### config.mk
export PLATFORM = sky130hd
export DESIGN_NAME = identifier_case_converter_unit
export DESIGN_NICKNAME = d
export VERILOG_FILES = /design/src/icc_pkg.sv /design/src/icc_decode.sv /design/src/icc_out_stage.sv /design/src/identifier_case_converter_unit.sv
export SDC_FILE = /design/constraint.sdc
export NUM_CORES = 1
export LEC_CHECK = 0
export ABC_AREA = 1
export BUFFER_PORTS_ARGS = -buffer_cell sky130_fd_sc_hd__buf_2
export CORE_UTILIZATION = 25
export CTS_BUF_LIST = sky130_fd_sc_hd__clkbuf_2
export DETAILED_ROUTE_END_ITERATION = 6
export HOLD_SLACK_MARGIN = 0.05
export PLACE_DENSITY = 0.47
export SLEW_MARGIN = 10
export SYNTH_ARGS = -nofsm -noshare
export SYNTH_HDL_FRONTEND = slang
export SYNTH_SLANG_ARGS = --single-unit
### constraint.sdc
create_clock -name clk -period 1.9 [get_ports clk]
set_input_delay 0.38 -clock clk [delete_from_list [all_inputs] [get_ports clk]]
set_output_delay 0.38 -clock clk [all_outputs]
set_load 0.01 [all_outputs]
### src/icc_pkg.sv
// Shared types and constants for the identifier case converter.
// No dependencies; imported by every module of the block.
package icc_pkg;

    // Naming style codes
    localparam logic [3:0] STYLE_SNAKE        = 4'd0;
    localparam logic [3:0] STYLE_KEBAB        = 4'd1;
    localparam logic [3:0] STYLE_FLAT         = 4'd2;
    localparam logic [3:0] STYLE_SCREAM_SNAKE = 4'd3;
    localparam logic [3:0] STYLE_UPPER_FLAT   = 4'd4;
    localparam logic [3:0] STYLE_COBOL        = 4'd5;
    localparam logic [3:0] STYLE_PASCAL       = 4'd6;
    localparam logic [3:0] STYLE_PASCAL_SNAKE = 4'd7;
    localparam logic [3:0] STYLE_TRAIN        = 4'd8;
    localparam logic [3:0] STYLE_CAMEL        = 4'd9;
    localparam logic [3:0] STYLE_CAMEL_SNAKE  = 4'd10;

    localparam logic [7:0] CH_UNDERSCORE = 8'h5F;
    localparam logic [7:0] CH_HYPHEN     = 8'h2D;
    localparam logic [7:0] CH_NUL        = 8'h00;
    localparam logic [7:0] CASE_BIT      = 8'h20;

    // One output word
    typedef struct packed {
        logic [7:0] char_out;
        logic       char_valid;
        logic       end_out;
    } res_t;

    // Word-boundary tracking state
    typedef struct packed {
        logic inside_word;
        logic prev_was_lower;
        logic word_emitted;
    } trk_t;

    // Decoded outcome of one input byte
    typedef struct packed {
        logic pre_en;     // separator or leading '_' goes out first
        res_t pre;
        logic main_en;    // a converted byte or bare end marker goes out
        res_t main;
        trk_t trk_next;
    } dec_t;

endpackage

### src/icc_decode.sv
// Combinational conversion of one byte against the current word state.
// Depends on icc_pkg.
module icc_decode
    import icc_pkg::*;
(
    input  logic [7:0] char_in,
    input  logic       end_in,
    input  logic [3:0] style,
    input  trk_t       trk,
    output dec_t       dec
);

    logic       is_lower;
    logic       is_upper;
    logic       is_digit;
    logic       is_alnum;
    logic       start;
    logic [7:0] sep;
    logic       force_upper;
    logic       cap_start;
    logic [7:0] lower_c;
    logic [7:0] upper_c;
    logic [7:0] conv;

    // Classify the byte
    assign is_lower = (char_in >= 8'h61) && (char_in <= 8'h7A);
    assign is_upper = (char_in >= 8'h41) && (char_in <= 8'h5A);
    assign is_digit = (char_in >= 8'h30) && (char_in <= 8'h39);
    assign is_alnum = is_lower || is_upper || is_digit;
    assign start    = !trk.inside_word || (trk.prev_was_lower && is_upper);

    assign lower_c = is_upper ? (char_in | CASE_BIT) : char_in;
    assign upper_c = is_lower ? (char_in & ~CASE_BIT) : char_in;

    // Pick separator and case rule per style; unknown codes act as flat
    always_comb
    begin
        sep         = CH_NUL;
        force_upper = 1'b0;
        cap_start   = 1'b0;
        unique case (style)
            STYLE_SNAKE:        sep = CH_UNDERSCORE;
            STYLE_KEBAB:        sep = CH_HYPHEN;
            STYLE_FLAT:         sep = CH_NUL;
            STYLE_SCREAM_SNAKE:
            begin
                sep         = CH_UNDERSCORE;
                force_upper = 1'b1;
            end
            STYLE_UPPER_FLAT:   force_upper = 1'b1;
            STYLE_COBOL:
            begin
                sep         = CH_HYPHEN;
                force_upper = 1'b1;
            end
            STYLE_PASCAL:       cap_start = 1'b1;
            STYLE_PASCAL_SNAKE:
            begin
                sep       = CH_UNDERSCORE;
                cap_start = 1'b1;
            end
            STYLE_TRAIN:
            begin
                sep       = CH_HYPHEN;
                cap_start = 1'b1;
            end
            STYLE_CAMEL:        cap_start = trk.word_emitted;
            STYLE_CAMEL_SNAKE:
            begin
                sep       = CH_UNDERSCORE;
                cap_start = trk.word_emitted;
            end
            default:            sep = CH_NUL;
        endcase
    end

    assign conv = (force_upper || (cap_start && start)) ? upper_c : lower_c;

    // Build the outgoing words and the next state
    always_comb
    begin
        dec = '0;
        if (is_alnum)
        begin
            if (start && trk.word_emitted && (sep != CH_NUL))
            begin
                dec.pre_en = 1'b1;
                dec.pre    = '{char_out: sep, char_valid: 1'b1, end_out: 1'b0};
            end
            else if (start && !trk.word_emitted && is_digit)
            begin
                dec.pre_en = 1'b1;
                dec.pre    = '{char_out: CH_UNDERSCORE, char_valid: 1'b1, end_out: 1'b0};
            end
            dec.main_en = 1'b1;
            dec.main    = '{char_out: conv, char_valid: 1'b1, end_out: end_in};
            dec.trk_next = '{inside_word: 1'b1, prev_was_lower: is_lower,
                             word_emitted: 1'b1};
        end
        else
        begin
            dec.main_en  = end_in;
            dec.main     = '{char_out: CH_NUL, char_valid: 1'b0, end_out: end_in};
            dec.trk_next = '{inside_word: 1'b0, prev_was_lower: 1'b0,
                             word_emitted: trk.word_emitted};
        end
        // End marker returns the tracker to its reset values
        if (end_in)
        begin
            dec.trk_next = '0;
        end
    end

endmodule

### src/icc_out_stage.sv
// Output register for the master-side stream.
// Depends on icc_pkg.
module icc_out_stage
    import icc_pkg::*;
(
    input  logic       clk,
    input  logic       rst_n,
    input  logic       load,
    input  res_t       res,
    output logic       ready,
    output logic       m_tvalid,
    input  logic       m_tready,
    output logic [7:0] m_tdata,   // [7:0] char_out
    output logic       m_tuser,   // [0] char_valid
    output logic       m_tlast    // end_out
);

    logic out_valid_reg;
    logic out_valid_next;
    res_t out_res_reg;

    // Free when empty or when the held word leaves this cycle
    assign ready = !out_valid_reg || m_tready;

    assign out_valid_next = load || (out_valid_reg && !m_tready);

    // Hold valid flag
    always_ff @(posedge clk or negedge rst_n)
    begin
        if (!rst_n)
        begin
            out_valid_reg <= 1'b0;
        end
        else
        begin
            out_valid_reg <= out_valid_next;
        end
    end

    // Capture payload
    always_ff @(posedge clk)
    begin
        if (load)
        begin
            out_res_reg <= res;
        end
    end

    assign m_tvalid = out_valid_reg;
    assign m_tdata  = out_res_reg.char_out;
    assign m_tuser  = out_res_reg.char_valid;
    assign m_tlast  = out_res_reg.end_out;

endmodule

### src/identifier_case_converter_unit.sv
// Identifier case converter, top level: input register, word tracker, output stage.
// Depends on icc_pkg, icc_decode and icc_out_stage.
//
// Rewrites an identifier streamed one byte per word into the naming style held
// in the style register (cfg_wen/cfg_wdata, write only while the stream is idle).
// A byte yields one output word, or two when it needs a separator or a leading
// '_'; the single output register sends one byte per cycle while m_tready is
// high. Delimiter bytes produce nothing, except that an end marker on one gives
// a bare word with tuser low. The first output word of a byte is held in the
// input register and then in the output register before it is valid.
module identifier_case_converter_unit
    import icc_pkg::*;
(
    input  logic       clk,
    input  logic       rst_n,
    input  logic       cfg_wen,
    input  logic [3:0] cfg_wdata,  // target_style
    input  logic       s_tvalid,
    output logic       s_tready,
    input  logic [7:0] s_tdata,    // [7:0] char_in
    input  logic       s_tlast,    // end_in
    output logic       m_tvalid,
    input  logic       m_tready,
    output logic [7:0] m_tdata,    // [7:0] char_out
    output logic       m_tuser,    // [0] char_valid
    output logic       m_tlast     // end_out
);

    logic [3:0] style_reg;
    logic       in_valid_reg;
    logic       in_valid_next;
    logic [7:0] in_char_reg;
    logic       in_end_reg;
    logic       phase_reg;
    logic       phase_next;
    trk_t       trk_reg;
    trk_t       trk_next;
    dec_t       dec;
    logic       need_pre;
    logic       out_ready;
    logic       load;
    logic       done;
    res_t       res;

    icc_decode u_decode
    (
        .char_in (in_char_reg),
        .end_in  (in_end_reg),
        .style   (style_reg),
        .trk     (trk_reg),
        .dec     (dec)
    );

    // Sequence prefix word then main word
    assign need_pre = dec.pre_en && !phase_reg;
    assign load     = in_valid_reg && (need_pre || dec.main_en) && out_ready;
    assign done     = in_valid_reg && (!dec.main_en || (out_ready && !need_pre));
    assign res      = need_pre ? dec.pre : dec.main;

    assign s_tready      = !in_valid_reg || done;
    assign in_valid_next = (s_tvalid && s_tready) || (in_valid_reg && !done);
    assign phase_next    = done ? 1'b0 : (phase_reg || (load && need_pre));
    assign trk_next      = done ? dec.trk_next : trk_reg;

    // Control state and style register
    always_ff @(posedge clk or negedge rst_n)
    begin
        if (!rst_n)
        begin
            style_reg    <= STYLE_SNAKE;
            in_valid_reg <= 1'b0;
            phase_reg    <= 1'b0;
            trk_reg      <= '0;
        end
        else
        begin
            if (cfg_wen)
            begin
                style_reg <= cfg_wdata;
            end
            in_valid_reg <= in_valid_next;
            phase_reg    <= phase_next;
            trk_reg      <= trk_next;
        end
    end

    // Capture incoming word
    always_ff @(posedge clk)
    begin
        if (s_tvalid && s_tready)
        begin
            in_char_reg <= s_tdata;
            in_end_reg  <= s_tlast;
        end
    end

    icc_out_stage u_out
    (
        .clk      (clk),
        .rst_n    (rst_n),
        .load     (load),
        .res      (res),
        .ready    (out_ready),
        .m_tvalid (m_tvalid),
        .m_tready (m_tready),
        .m_tdata  (m_tdata),
        .m_tuser  (m_tuser),
        .m_tlast  (m_tlast)
    );

endmodule

==> run metrics, run 1 <==
status=finished with violations; failing checks=negative setup slack; Syn Area/Cell=8.37 sq um; top cell type's share of synthesized area=38.9%; post-synthesis sequential area ratio=between 50% and 60%; PwrDens=767 mW/mm^2; drt drc=0; RR Endpoint=in_char_reg[4]; I/O pin cnt=30; M3 GR Usage=3.49%; RePlAce Congestion=0.843; Syn Std Cell Area=0.00147 sq mm; maximum clock rate=0.453 GHz; number of buffers added on ports=29; Num CTS Buffers=5; core area=roughly 0.0056 sq mm; row count=27; worst-path fanout max=5; total power=between 0.0015 and 0.002 W; first-pass GRT wire length=5210 um; Synth Instances=~180; maxcap violations=0; worst reg-to-reg setup slack=-90 ps; vias in the first global route=1245; CP Capture Type=output port; Reg clk slew, reported paths=150 ps; Finish-stage setup viols=22; initial antenna violation count=0; Detailed Route WL=roughly 3100 um; LEAKAGE=1.03 nW; Most used DFF post-synth=edfxtp_1; Setup CP Type=reg -> out; Worst Min Path Start=s_tdata[0]; Clock Skew=6.37 ps; RSZ-0062 raised after global routing=yes; fin util=37.1%; CTS max path bufs=2; Layout Cells excl Fill=around 310; Max rail drop VDD=approximately 0.28 mV; Pre-antenna DRT Iters=4; gr ovfl total=0; Endpoint, Worst Hold=in_char_reg[0]; area of the multi-input gates=613 sq um; layout cells sized above 1=40.8%; filler instances=600; nets@finish=257; Place WS=-12.9 ps; Hold Fails Final Rpt=0; met1 usage=roughly 11%; hold path cells=1; synth warn=0; R2R Path Start=in_char_reg[6]; ys async rst share=34.5%; Total GRT Usage=11.2%; M2 GR Usage=21.2%; CTS sink cnt=29; CP required=between 1500 and 2000 ps; H-tree levels=2; most frequent cells after synthesis=nand2_1, inv_1, edfxtp_1, nor2_1; Synth area leader=edfxtp_1; EDFF count, synth=19; CTS tree=built; hold slack=around 210 ps; wire per inst=approximately 10 um; via count=around 1300; full die area=~0.0062 sq mm; vias per cell=between 4 and 5; Detailed Route Iter0 Violations=45; most common cell in the netlist=nand2_1; antenna-violating nets left=0; Unique masters post-synth=19; Root Driver=clkbuf_2; ANT cells=0; Max Slew Vio Count=0; dpl cells=288; worst skew pair latency=330 ps; HPWL after DPL=2340 um; Reg2Reg Depth=14; height of the die=78.6 um; post-synthesis net count=193; crit start category=register; Tmin final=2210 ps; Worst Hold Class=in -> reg; top cells by area, synth=edfxtp_1, dfrtp_1, nand2_1, inv_1, nor2_1; Yosys reg bits=29; Die Wd=between 70 and 80 um; global routing's busiest layer=met2; largest net degree at the start of global routing=11; Layout area overhead=41.2%; final period utilization=116%; CP arrival=1830 ps; Initial Util=26.3%; Final WS setup=-307 ps; sequential cell area=821 sq um
## power breakdown
group	internal [W]	total (W)	leakage (nW)	switching [W]
clock network	0.0000989	0.000303	0.0306	0.000204
logic	0.000220	0.000467	0.689	0.000247
registers	0.000768	0.000816	0.308	0.0000484
## cells by family after synthesis
| group | after synthesis | synth area share [%] |
|---|---|---|
| other | 1 | 0.256 |
| buffers and inverters | 27 | 7.43 |
| AO/OA/AOI/OAI | 14 | 5.04 |
| flip-flops | 29 | 56.0 |
| AND/OR/NAND/NOR | 104 | 31.3 |
## cell type report
| type | instances | share of cell area [%] |
|---|---|---|
| inverter | 26 | 4.72 |
| sequential | 29 | 39.7 |
| multi-input combinational | 119 | 29.6 |
| timing repair buffer | 58 | 19.7 |
| clock buffer | 7 | 1.69 |
| tap | 72 | 4.36 |
| clock inverter | 1 | 0.181 |
## stage by stage
| step | area (sq um) | TNS, ps |
|---|---|---|
| 6_report | 2070 | -1710 |
| 5_1_grt | 2070 | -6040 |
| 2_1_floorplan | 1480 | 0 |
| 3_3_place_gp | 1820 | -9.61 |
| 3_5_place_dp | 1820 | -59.0 |
| 4_1_cts | 2020 | -2320 |
## metal layers
layer	part of all wire (%)	vias up	wire, um
met3	3.8	2	118
met1	42	579	1290
met4	0.45	0	14
met5	0	-	0
li1	-	682	-
met2	54	21	1680
## timing repair
action                                 in CTS  in global routing
hold buffers                                1                  0
setup buffers                              12                  3
setup endpoints to repair                  21                 32
pin swaps                                  16                  7
gates resized for setup                    18                  8
endpoints found under the hold margin      10                  0
## cell usage in the layout, fill, tap and decap left out, drive strengths merged
cell type | netlist | layout
nand2 | 64 | 64
buf | 1 | 57
inv | 26 | 26
nor2 | 23 | 23
edfxtp | 19 | 19
nand3 | 11 | 11
dfrtp | 10 | 10
o21ai | 8 | 8
clkbuf | 0 | 7
a21oi | 5 | 5
nand4 | 4 | 4
o2111ai | 1 | 1
or2 | 1 | 1
nand3b | 1 | 1
clkinv | 0 | 1
dlygate4sd3 | 0 | 1
conb | 1 | 1
## worst max-delay path, stage by stage (launching register included)
cell	delay, ps
edfxtp_1	490
inv_1	100
nand2_2	70
nor2_1	100
nand2_1	60
nand2_2	90
nand3_2	100
a21oi_2	160
nand2_2	80
nand2_4	60
nand2_2	60
buf_6	110
## how the worst max path moves through the flow
stage	depth (start not counted)	slack [ps]	from	end
after floorplan	11	90	in_char_reg[7]	in_char_reg[0]
after global placement	10	-2	in_char_reg[6]	in_char_reg[4]
after detailed placement	9	-10	in_char_reg[6]	s_tready
after CTS	13	-340	in_char_reg[7]	s_tready
after global routing	13	-520	in_char_reg[6]	s_tready
final	11	-310	in_char_reg[5]	s_tready
Power figures use the tool's default switching activity.
==> run 2: changes to the inputs <==
--- a/config.mk
+++ b/config.mk
@@ -8,7 +8,6 @@
 export ABC_AREA = 1
 export BUFFER_PORTS_ARGS = -buffer_cell sky130_fd_sc_hd__buf_2
 export CORE_UTILIZATION = 25
-export CTS_BUF_LIST = sky130_fd_sc_hd__clkbuf_2
 export DETAILED_ROUTE_END_ITERATION = 6
 export HOLD_SLACK_MARGIN = 0.05
 export PLACE_DENSITY = 0.47
==> run 2 against run 1 <==
Net effect:
- the run still ends with negative setup slack left
- core utilization increased by 0.85 points
- first-iteration DRC count rose by 49%
- sequential power up 0.5%
- critical path type unchanged
- highest routed layer unchanged
==> run metrics, run 2 (same netlist as run 1, synthesis figures left out) <==
status=finished with violations (unchanged); failing checks=negative setup slack (unchanged); Worst Hold Class=in -> reg (unchanged); CTS sink cnt=29 (unchanged); Max rail drop VDD=0.343 mV (was 0.278 mV); full die area=0.00617 sq mm (unchanged); crit start category=register (unchanged); Layout area overhead=44.4% (was 41.2%); Final WS setup=-215 ps (was -307 ps); CP arrival=1730 ps (was 1830 ps); ANT cells=0 (unchanged); I/O pin cnt=30 (unchanged); Tmin final=2110 ps (was 2210 ps); Design Area, Final=0.00212 sq mm (was 0.00207 sq mm); CP Capture Type=output port (unchanged); internal power=0.00125 W (was 0.00109 W); total power=0.00177 W (was 0.00159 W); Pre-antenna DRT Iters=4 (unchanged); drt drc=0 (unchanged); Clock Skew=3.10 ps (was 6.37 ps); LEAKAGE=1.03 nW (about the same); Detailed Route Iter0 Violations=67 (was 45); RSZ-0062 raised after global routing=yes (unchanged); antenna-violating nets left=0 (unchanged); Detailed Route WL=3170 um (was 3110 um); first-pass GRT wire length=5140 um (was 5210 um); via count=1292 (was 1284); CTS tree=built (unchanged); number of buffers added on ports=29 (unchanged); core area=0.00557 sq mm (unchanged); PwrDens=835 mW/mm^2 (was 767 mW/mm^2); Logic pwr share=26.9% (was 29.4%); RePlAce Congestion=0.843 (unchanged); Hold Fails Final Rpt=0 (unchanged); final period utilization=111% (was 116%); Finish-stage setup viols=22 (unchanged); vias per cell=4.14 (was 4.12); gr ovfl total=0 (unchanged); Initial Util=26.3% (unchanged); worst skew pair latency=270 ps (was 330 ps); largest net degree at the start of global routing=11 (unchanged); Total GRT Usage=10.9% (was 11.2%); Setup CP Type=reg -> out (unchanged); H-tree levels=2 (unchanged); vias in the first global route=1221 (was 1245); filler instances=594 (was 600); row count=27 (unchanged); share of power burned in registers=46.4% (was 51.4%); Reg clk slew, reported paths=60 ps (was 150 ps); sw frac=29.5% (was 31.5%); nets@finish=257 (unchanged); Reg2Reg Depth=14 (unchanged); placed inst area=0.00182 sq mm (unchanged); Num CTS Buffers=5 (unchanged); area of the multi-input gates=623 sq um (was 613 sq um); CP required=1520 ps (about the same); hold path cells=1 (unchanged); Switch Pwr=0.000521 W (was 0.000500 W); maximum clock rate=0.473 GHz (was 0.453 GHz); Die Wd=78.6 um (unchanged); most common cell after layout, fill and taps aside=nand2_1 (unchanged); sequential cell area=821 sq um (unchanged); most frequent cells in the layout=nand2_1, buf_2, buf_4 (unchanged); layout cells sized above 1=42.5% (was 40.8%); HPWL after DPL=2340 um (unchanged); worst-path fanout max=4 (was 5); Place WS=-12.9 ps (unchanged); Max Slew Vio Count=0 (unchanged); height of the die=78.6 um (unchanged); clock power share=26.6% (was 19.1%); Root Driver=clkbuf_8 (was clkbuf_2); CTS max path bufs=2 (unchanged); hold slack=278 ps (was 208 ps); wire per inst=10.1 um (was 9.95 um); initial antenna violation count=0 (unchanged); maxcap violations=0 (unchanged)
-- run 2: cell counts in the layout (fill, tap and decap cells not counted) --
No cell type changed its count.
-- run 2: through the flow --
step | setup TNS, ps | std cells | utilization, %
4_1_cts | -1970 | 307 | 36.7
3_5_place_dp | -59.0 | 288 | 32.7
3_3_place_gp | -9.61 | 288 | 32.7
6_report | -2020 | 312 | 38.0
5_1_grt | -5460 | 312 | 38.0
2_1_floorplan | 0 | 175 | -
-- run 2: path summary, 6_finish.rpt --
| kind | from | endpoint | slack [ps] |
|---|---|---|---|
| setup / recovery | in_char_reg[6] | s_tready | -210 |
| hold / removal | s_tdata[0] | in_char_reg[0] | 280 |
| setup reg to reg | in_char_reg[6] | trk_reg[2] | -120 |
| hold reg to reg | trk_reg[1] | trk_reg[1] | 520 |
| max in group asynchronous | rst_n | trk_reg[1] | 1230 |
| min in group asynchronous | rst_n | u_out.m_tvalid | 480 |
-- run 2: per-layer routing --
| metal | track usage, % | part of all wire (%) |
|---|---|---|
| met3 | 3.14 | 4.3 |
| met2 | 21.0 | 53 |
| met4 | 3.33 | 0.57 |
| met5 | 0 | 0 |
| met1 | 11.3 | 42 |
-- run 2: power by group through the flow --
stage / clock (W) / sequential [W] / combinational [W]
2_1_floorplan: 0 / 0.000838 / 0.000211
3_3_place_gp: 0 / 0.000827 / 0.000386
3_5_place_dp: 0 / 0.000828 / 0.000385
4_1_cts: 0.000487 / 0.000818 / 0.000442
5_1_grt: 0.000522 / 0.000829 / 0.000533
6_report: 0.000471 / 0.000820 / 0.000476
-- run 2: layout make-up --
type	count	area share, %
inverter	26	4.61
multi-input combinational	119	29.5
timing repair buffer	58	19.1
clock buffer	7	3.61
sequential	29	38.8
tap	72	4.26
clock inverter	1	0.177
-- run 2: what timing repair did --
item / CTS / global route
endpoints found under the hold margin: 10 / 0
gates resized for setup: 16 / 17
pin swaps: 14 / 10
buffers inserted: 10 / 4
endpoints found under the setup margin: 10 / 32
gates cloned: 0 / 1
hold buffers: 1 / 0
-- run 2: worst max-delay path: stages (launching register included) --
cell and delay (ps):
edfxtp_1 450, inv_2 90, nor2_4 120, nand3_1 80, nand2_1 70, nand2_2 70, nand2_2 100, nand4_1 130
nand2_1 120, inv_2 60, nand2_4 70, buf_6 90
==> run 3: changes to the inputs <==
--- a/config.mk
+++ b/config.mk
@@ -7,6 +7,7 @@
 export LEC_CHECK = 0
 export ABC_AREA = 1
 export BUFFER_PORTS_ARGS = -buffer_cell sky130_fd_sc_hd__buf_2
+export CORE_ASPECT_RATIO = 1.25
 export CORE_UTILIZATION = 25
 export DETAILED_ROUTE_END_ITERATION = 6
 export HOLD_SLACK_MARGIN = 0.05
==> run 3 against run 2 <==
Net effect:
- the flow finishes with violations (design-rule violations, negative setup slack)
- sequential cell count stayed put
- non-clock buffer count fell by 9
- die area barely moved
- critical endpoint unchanged
==> run metrics, run 3 (same netlist as run 1, synthesis figures left out) <==
status=finished with violations (unchanged); failing checks=design-rule violations, negative setup slack (was negative setup slack); Detailed Route WL=2870 um (was 3170 um); Total GRT Usage=10.6% (was 10.9%); antenna-violating nets left=0 (unchanged); Pre-antenna DRT Iters=6 (was 4); worst skew pair latency=280 ps (was 270 ps); CP max-delay cell=edfxtp_1 (unchanged); maxcap violations=0 (unchanged); Max rail drop VDD=0.493 mV (was 0.343 mV); first-pass GRT wire length=5110 um (was 5140 um); crit start category=register (unchanged); largest net degree at the start of global routing=14 (was 11); CP required=1520 ps (about the same); total power=0.00172 W (was 0.00177 W); maximum clock rate=0.471 GHz (was 0.473 GHz); full die area=0.00617 sq mm (about the same); nets@finish=248 (was 257); share of power burned in registers=47.6% (was 46.4%); Clock Skew=3.98 ps (was 3.10 ps); HPWL after DPL=2170 um (was 2340 um); height of the die=87.6 um (was 78.6 um); drt drc=2 (was 0); Tmin final=2130 ps (was 2110 ps); Worst Setup SP=in_char_reg[7] (was in_char_reg[6]); vias in the first global route=1241 (was 1221); Num CTS Buffers=5 (unchanged); Finish-stage setup viols=22 (unchanged); sw frac=29.7% (was 29.5%); vias per cell=4.17 (was 4.14); initial antenna violation count=0 (unchanged); internal power=0.00121 W (was 0.00125 W); core area=0.00556 sq mm (was 0.00557 sq mm); most common cell after layout, fill and taps aside=nand2_1 (unchanged); I/O pin cnt=30 (unchanged); worst-path fanout max=5 (was 4); worst setup path end=s_tready (unchanged); Reg clk slew, reported paths=60 ps (about the same); number of buffers added on ports=29 (unchanged); top cell family by delay on the critical path=simple AND/OR/NAND/NOR gates (unchanged); LEAKAGE=0.984 nW (was 1.03 nW); Setup CP Type=reg -> out (unchanged); clock power share=28.0% (was 26.6%); CTS tree=built (unchanged); row count=30 (was 27); CTS max path bufs=2 (unchanged); PwrDens=859 mW/mm^2 (was 835 mW/mm^2); RSZ-0062 raised after global routing=yes (unchanged); Max Slew Vio Count=0 (unchanged); via count=1229 (was 1292); CTS sink cnt=29 (unchanged); Detailed Route Iter0 Violations=37 (was 67); final period utilization=112% (was 111%); CP Capture Type=output port (unchanged); wire per inst=9.73 um (was 10.1 um); Worst path depth=11 (unchanged); Worst Hold Class=in -> reg (unchanged); hold slack=277 ps (was 278 ps); Hold Fails Final Rpt=0 (unchanged); Logic pwr share=24.4% (was 26.9%); R2R Path Start=in_char_reg[5] (was in_char_reg[6]); CP bufs+invs=2 (was 3); layout cells sized above 1=38.5% (was 42.5%); worst reg-to-reg setup slack=-100 ps (was -120 ps); filler instances=592 (was 594); critical-path cell list=inv_2, nand2_1, nor2_1, nand2_1, nand2_2, nand3_2, a21oi_2, nand2_2, nand2_2, nand2_2, buf_6 (was inv_2, nor2_4, nand3_1, nand2_1, nand2_2, nand2_2, nand4_1, nand2_1, inv_2, nand2_4, buf_6); Final WS setup=-225 ps (was -215 ps); critical path's largest stage delay=480 ps (was 450 ps); gr ovfl total=0 (unchanged); Layout area overhead=36.8% (was 44.4%); Die Wd=70.5 um (was 78.6 um); Root Driver=clkbuf_8 (unchanged); area of the multi-input gates=591 sq um (was 623 sq um); RR Endpoint=in_char_reg[3] (was trk_reg[2]); cell mode on critical path=nand2_2; H-tree levels=2 (unchanged); most frequent cells in the layout=nand2_1, buf_2, inv_1, edfxtp_1, buf_4 (was nand2_1, buf_2, buf_4); Switch Pwr=0.000511 W (was 0.000521 W); Initial Util=26.4% (was 26.3%); Reg2Reg Depth=11 (was 14); CP arrival=1750 ps (was 1730 ps); sequential cell area=821 sq um (unchanged); RePlAce Congestion=0.781 (was 0.843); ANT cells=0 (unchanged)
[run 3: cell count changes in the layout (fill, tap and decap cells not counted), moves of 2 or more]
| cell | previous run | this run |
|---|---|---|
| clkinv_2 | 0 | 2 |
| buf_6 | 3 | 1 |
| nand2_1 | 50 | 52 |
| buf_4 | 24 | 17 |
| nand2_4 | 2 | 0 |
| inv_1 | 16 | 19 |
| clkbuf_1 | 2 | 0 |
| inv_2 | 10 | 7 |
| nor2_4 | 2 | 0 |
[run 3: worst register-to-register path: stages, from the launching register on]
cell and delay, ps:
edfxtp_1 480, nor2_2 170, nand3_2 80, nand2_1 70, nand2_2 70, nand2_2 100, nand4_1 140, nand2_1 130
inv_2 50, buf_4 130, a21oi_4 150, buf_12 140
[run 3: final cells by class]
class | count | area share (%)
timing repair buffer | 49 | 16.4
clock buffer | 5 | 3.43
sequential | 29 | 40.9
clock inverter | 3 | 0.874
tap | 64 | 4.00
inverter | 26 | 4.87
multi-input combinational | 119 | 29.5
[run 3: layer usage]
layer	GRT usage, %	vias up	wire length (um)	share of wire, %
met2	19.8	20	1520	53
met4	5.01	0	59	2.1
met3	2.99	4	109	3.8
met5	0	-	0	0
met1	11.0	544	1180	41
li1	-	661	-	-
[run 3: worst min-delay path by stage]
stage | startpoint | to | slack [ps] | cells past startpoint
6_report | s_tdata[5] | in_char_reg[5] | 280 | 1
5_1_grt | s_tdata[7] | in_char_reg[7] | 260 | 1
4_1_cts | s_tdata[7] | in_char_reg[7] | 270 | 1
3_5_place_dp | rst_n | u_out.m_tvalid | 260 | 1
3_3_place_gp | rst_n | u_out.m_tvalid | 260 | 1
2_1_floorplan | rst_n | in_valid_reg | 80 | 0
[run 3: metrics by stage]
stage | cells | instance area, sq um | TNS (ps) | setup slack (ps) | util [%]
global route | 295 | 2000 | -5580 | -367 | 36.1
finish | 295 | 2000 | -1680 | -225 | 36.1
global placement | 277 | 1790 | -16.9 | -2.23 | 32.2
CTS | 295 | 1990 | -1590 | -215 | 35.9
floorplan | 175 | 1480 | 0 | 92.2 | -
detailed placement | 277 | 1790 | 0 | 4.55 | 32.2
[run 3: power by group through the flow]
stage	clock network, W	registers, W	logic, W
6_report	0.000482	0.000820	0.000419
5_1_grt	0.000526	0.000831	0.000481
4_1_cts	0.000503	0.000817	0.000420
3_5_place_dp	0	0.000827	0.000373
3_3_place_gp	0	0.000828	0.000373
2_1_floorplan	0	0.000838	0.000211
[run 3: what timing repair did]
action                                 CTS  global route
endpoints found under the hold margin   10             0
setup buffers                            9             0
pin swaps                               13             4
setup endpoints to repair               10            31
gates resized for setup                 14             5
hold buffers                             1             0
